$ cat src/hw/rtl/wvdi_pkg.sv
// shared types, constants and compare functions for the windowed vertex dedup indexer
// no dependencies; imported by wvdi_cell and windowed_vertex_dedup_indexer_unit

package wvdi_pkg;

    // default number of window entries
    localparam int WVDI_WINDOW = 100;

    // sign-stripped bit patterns of IEEE single special values
    localparam logic [31:0] FP_MAG_MASK = 32'h7fff_ffff;
    localparam logic [31:0] FP_INF_MAG  = 32'h7f80_0000;

    // input item
    typedef struct packed {
        logic        first_of_mesh;
        logic [31:0] position_x;
        logic [31:0] position_y;
        logic [31:0] position_z;
        logic [31:0] normal_x;
        logic [31:0] normal_y;
        logic [31:0] normal_z;
    } t_in;

    // result item
    typedef struct packed {
        logic [31:0] vertex_index;
        logic        appended;
    } t_out;

    // one window entry as it moves down the chain
    typedef struct packed {
        logic        valid;
        logic [31:0] pos_x;
        logic [31:0] pos_y;
        logic [31:0] pos_z;
        logic [31:0] nrm_x;
        logic [31:0] nrm_y;
        logic [31:0] nrm_z;
        logic [31:0] index;
    } t_entry;

    // search result handed from newer to older cells
    typedef struct packed {
        logic        hit;
        logic [31:0] index;
    } t_carry;

    // controls broadcast to every cell
    typedef struct packed {
        logic shift;
        logic clear_valid;
        logic clear_carry;
        logic sweep;
    } t_cell_ctl;

    // control sequencer states
    typedef enum logic [1:0] {
        ST_IDLE,
        ST_SWEEP,
        ST_FINISH
    } t_state;

    function automatic logic is_zero32(input logic [31:0] v);
        return (v & FP_MAG_MASK) == 32'd0;
    endfunction

    function automatic logic is_nan32(input logic [31:0] v);
        return (v & FP_MAG_MASK) > FP_INF_MAG;
    endfunction

    // floating-point equality: signed zeros match, nan matches nothing
    function automatic logic feq32(input logic [31:0] a, input logic [31:0] b);
        logic res;
        if (is_nan32(a) || is_nan32(b)) begin
            res = 1'b0;
        end else if (is_zero32(a) && is_zero32(b)) begin
            res = 1'b1;
        end else begin
            res = (a == b);
        end
        return res;
    endfunction

endpackage

$ cat src/hw/rtl/wvdi_cell.sv
// one window cell: holds an entry, compares it with the query, passes entry and search carry on
// depends on wvdi_pkg

module wvdi_cell
    import wvdi_pkg::*;
(
    input  logic      i_clk,
    input  logic      i_rst_n,
    input  t_cell_ctl i_ctl,
    input  t_in       i_query,
    input  t_entry    i_prev_entry,
    input  t_carry    i_prev_carry,
    output t_entry    o_entry,
    output t_carry    o_carry
);

    logic        r_valid;
    t_entry      r_entry;
    logic        r_hit;
    logic [31:0] r_hit_index;
    logic        w_match;

    // compare stored entry with the held query
    assign w_match = r_valid
        && feq32(r_entry.pos_x, i_query.position_x)
        && feq32(r_entry.pos_y, i_query.position_y)
        && feq32(r_entry.pos_z, i_query.position_z)
        && feq32(r_entry.nrm_x, i_query.normal_x)
        && feq32(r_entry.nrm_y, i_query.normal_y)
        && feq32(r_entry.nrm_z, i_query.normal_z);

    // valid bit of this entry
    always_ff @(posedge i_clk) begin
        if (!i_rst_n) begin
            r_valid <= 1'b0;
        end else if (i_ctl.clear_valid) begin
            r_valid <= 1'b0;
        end else if (i_ctl.shift) begin
            r_valid <= i_prev_entry.valid;
        end
    end

    // entry payload shifts in from the newer neighbor
    always_ff @(posedge i_clk) begin
        if (i_ctl.shift) begin
            r_entry <= i_prev_entry;
        end
    end

    // search carry: an older match overrides anything seen in newer cells
    always_ff @(posedge i_clk) begin
        if (!i_rst_n) begin
            r_hit <= 1'b0;
        end else if (i_ctl.clear_carry) begin
            r_hit <= 1'b0;
        end else if (i_ctl.sweep) begin
            r_hit <= w_match || i_prev_carry.hit;
        end
    end

    always_ff @(posedge i_clk) begin
        if (i_ctl.sweep) begin
            r_hit_index <= w_match ? r_entry.index : i_prev_carry.index;
        end
    end

    assign o_entry       = '{valid: r_valid, pos_x: r_entry.pos_x, pos_y: r_entry.pos_y,
                             pos_z: r_entry.pos_z, nrm_x: r_entry.nrm_x,
                             nrm_y: r_entry.nrm_y, nrm_z: r_entry.nrm_z,
                             index: r_entry.index};
    assign o_carry.hit   = r_hit;
    assign o_carry.index = r_hit_index;

endmodule

$ cat config.mk
export PLATFORM = sky130hd
export DESIGN_NAME = wvdi_cell
export DESIGN_NICKNAME = d
export VERILOG_FILES = /design/src/hw/rtl/wvdi_pkg.sv /design/src/hw/rtl/wvdi_cell.sv
export SDC_FILE = /design/constraint.sdc
export NUM_CORES = 1
export LEC_CHECK = 0
export BUFFER_PORTS_ARGS = -buffer_cell sky130_fd_sc_hd__buf_2
export CORE_AREA = 8 8 272 274
export CTS_CLUSTER_SIZE = 20
export DETAILED_ROUTE_END_ITERATION = 10
export DIE_AREA = 0 0 280 282
export HOLD_SLACK_MARGIN = 0.12
export PLACE_DENSITY = 0.44
export SLEW_MARGIN = 30
export SYNTH_ARGS = -nofsm -noshare
export SYNTH_HDL_FRONTEND = slang
export SYNTH_SLANG_ARGS = --single-unit
$ cat constraint.sdc
create_clock -name i_clk -period 3.98 [get_ports i_clk]
set_input_delay 0.796 -clock i_clk [delete_from_list [all_inputs] [get_ports i_clk]]
set_output_delay 0.796 -clock i_clk [all_outputs]
set_load 0.02 [all_outputs]
==> out/metrics.csv <==
stage,metric,value,unit
power_and_ir_drop,logic_gate_share_of_total_power,0.159,
min_path,min_delay_path_depth,1,
grt,gr-total-overflow,0,
yosys,synth.cells.most_frequent,"256 x edfxtp_1, 128 x xor2_1, 121 x nor4_1, 66 x nand4_1, 64 x xnor2_1",
yosys,synth_top_area_cell,edfxtp_1,
routing,dr.pass1.iters,5,
yosys,synth-async-reset-ratio,0,
clocking,cts_bufs_inserted,31,
setup_path,worst-setup-path-type,register to register,
yosys,yosysUniqueCellTypes,26,
yosys,yosys.area.top_type_share,0.670,
final_layout,final_cell_count_no_fill,2481,
floorplan,initial_utilization,0.165,
timing,whs,379,ps
power_and_ir_drop,p_leak,0.00710,uW
grt,grt_antenna_before_repair,19,
timing,maxSlewHeadroom,0.359,
timing,finalWorstPathRequiredPeriod,3470,ps
timing,post-route-period-util,0.871,
power_and_ir_drop,clock_power_share,0.386,
timing,timing.fmax,288,MHz
routing,drt-vias-per-instance,4.02,
run,max_cap_violations,0,
min_path,holdCritPathClass,primary input to register,
timing,final.setup.tns,0,ps
yosys,synth_area_per_cell,15.4,um2
final_layout,seq_area,7730,um2
yosys,synthCells,745,
clocking,post_cts_clock_slew_at_the_launch_and_capture_registers_of_the_worst_setup_and_hold_paths,60,ps
setup_path,cp-start-kind,register,
place,cell_count_after_placement,2418,
final_layout,nNetsFinal,1968,
final_layout,synthToLayoutAreaGrowth,52.2,%
clocking,cts_stage_hold_buffer_count,0,
floorplan,ioPinCount,715,
place,gpl.final_weighted_congestion,0.999,
yosys,number_of_enable_type_register_cells_in_the_synthesized_netlist,256,
setup_path,cp_slowest_cell,nor4_1,
grt,globalRouteTotalUtil,0.140,
yosys,synth_top_cells_by_area,"edfxtp_1 67%, xor2_1 9.8%, nor4_1 6.6%",
routing,route.antenna.remaining_nets,0,
floorplan,vertical_die_dimension,282,um
place,post-place-ws,50.6,ps
routing,drt-total-wl,59600,um
setup_path,critical_path_sink_type,register,
routing,wl_per_cell,24.0,um
clocking,ctsRootBufferMaster,clkbuf_16,
clocking,clock_tree.buffer_depth,3,
setup_path,timing.critical_path.slowest_cell_delay,550,ps
power_and_ir_drop,p_int,5460,uW
final_layout,fillers,7461,
timing,setup_ws,513,ps
clocking,cts_resized,0,
clocking,clock_tree_from_tritoncts,yes,
yosys,postSynth.topFlopCell,edfxtp_1,
grt,first_global_vias,10900,
yosys,fraction_of_the_yosys_area_taken_by_sequential_cells,0.673,
yosys,synth_seq_cells,258,
routing,drt_iter0_markers,506,
clocking,clock_latency,590,ps
timing,worst_slew_pin_slew,959,ps
setup_path,critical_path.max_fanout,33,
yosys,synthesis.yosys.warnings,0,
floorplan,row_count,97,
yosys,syn_nets,1202,
clocking,htree_num_levels,1,
setup_path,cp.required,4310,ps
final_layout,final_layout_size_suffix_gt1_frac,0.536,
power_and_ir_drop,p_sw_frac,0.283,
routing,detailroute.via_count,9973,
setup_path,critPathArrivalTime,3800,ps
power_and_ir_drop,worst_ir_drop_on_vdd,0.326,mV
floorplan,die_area,79000,um2
power_and_ir_drop,power.net_switching,2160,uW
floorplan,core,69500,um2
clocking,post-cts-setup-buffer-count,0,
power_and_ir_drop,seqPwrFrac,0.455,
yosys,synth.most_common_cell,edfxtp_1,
place,hpwlAfterDp,51200,um
timing,final_hold_viol_count,0,
yosys,netlist_area,11500,um2
final_layout,footprint_of_the_multi_input_gates,3700,um2
clocking,clock_sinks,258,
place,place.port_buffers,713,
grt,grt_max_degree,95,
setup_path,r2r.worst_path.cells,9,
routing,detail_route.drc_violations,0,
timing,setup_violations,0,
status,status,completed,
grt,grt_first_pass_wirelength,80700,um
timing,finClkSkew,10.4,ps
timing,grt_setup_unrepaired,false,
setup_path,critical_path.cell_chain,nor4_1 -> nand4_1 -> or4_1 -> o22ai_1 -> buf_4 -> and4_1 -> nand4_4 -> buf_12 -> mux2_4,
floorplan,die_w,280,um
timing,number_of_slew_limit_violations_in_the_final_report,0,
power_and_ir_drop,power_per_standard_cell_area,436,nW/um2
## metrics by stage
step	area (um2)	power [uW]	utilization
floorplan	11500	3950	-
global placement	16400	4740	0.236
detailed placement	16400	4750	0.236
CTS	17500	7770	0.251
global route	17500	7930	0.251
finish	17500	7620	0.251
## final timing paths
kind	from	endpoint	slack, ps
hold / removal	i_prev_entry[74]	o_entry[74]	380
setup reg to reg	o_entry[205]	r_hit_index[20]	510
setup / recovery	o_entry[205]	r_hit_index[20]	510
hold reg to reg	r_hit	r_hit	560
## worst max-delay path: cells and delay by family, from the launching register on
kind / cells / cell delay, ps
AOI/OAI and AO/OA: 1 / 320
buffers and inverters: 2 / 390
muxes: 1 / 340
DFF: 1 / 450
and+or+nand+nor: 5 / 1640
## per-layer routing
metal	wire length, um	vias to the layer above	track usage
li1	-	4553	-
met1	23700	4877	0.165
met2	29800	460	0.246
met3	4750	75	0.0448
met4	1220	8	0.0301
met5	52	-	0
## power groups by stage
| stage | Combinational, uW | Sequential, uW | Clock, uW |
|---|---|---|---|
| final | 1210 | 3470 | 2940 |
| after global routing | 1290 | 3490 | 3150 |
| after CTS | 1230 | 3470 | 3070 |
| after detailed placement | 1230 | 3520 | 0 |
| after global placement | 1230 | 3520 | 0 |
| after floorplan | 237 | 3720 | 0 |
## flip-flops by register name, summed over array words and instances (netlist names)
| name | count |
|---|---|
| o_entry | 224 |
| r_valid | 1 |
| r_hit | 1 |
| r_hit_index | 32 |
## area by class of cell
class | count | area share
flip-flops and latches | 258 | 0.442
repair buffers | 738 | 0.218
multi-input cells | 481 | 0.212
well taps | 940 | 0.0673
inverters | 1 | 0.000215
diodes | 6 | 0.000859
clock buffers | 31 | 0.0444
clock inverters | 26 | 0.0155
## cells by family after synthesis
kind of cell	Yosys count	synth area share
buffers and inverters	6	0.00458
multiplexers	33	0.0417
AO/OA/AOI/OAI	18	0.00970
flip-flops	258	0.673
XOR/XNOR	192	0.146
AND/OR/NAND/NOR	238	0.124
## layout by cell type (no fill, tap or decap)
cell and count:
nand2_1 12, inv_1 1, buf_12 3, o22ai_1 4, xor2_1 128, clkinv_1 5, mux2_4 29, mux2i_1 1
dfxtp_1 2, o21ai_0 7, and4_1 1, a31oi_1 1, clkinv_4 2, bufinv_16 5, nand4_1 66, or4_1 4
clkbuf_16 31, a22oi_1 2, nor2b_1 1, edfxtp_1 256, nor4_1 121, nand4_4 1, o31ai_1 4, nor3b_1 1
clkinvlp_4 3, buf_4 22, buf_2 712, xnor2_1 64, nor3_1 17, buf_8 1, inv_6 2, nand3_1 1
nor2_1 13, diode_2 6, mux2_2 3, clkinv_2 9
Power figures use the tool's default switching activity.
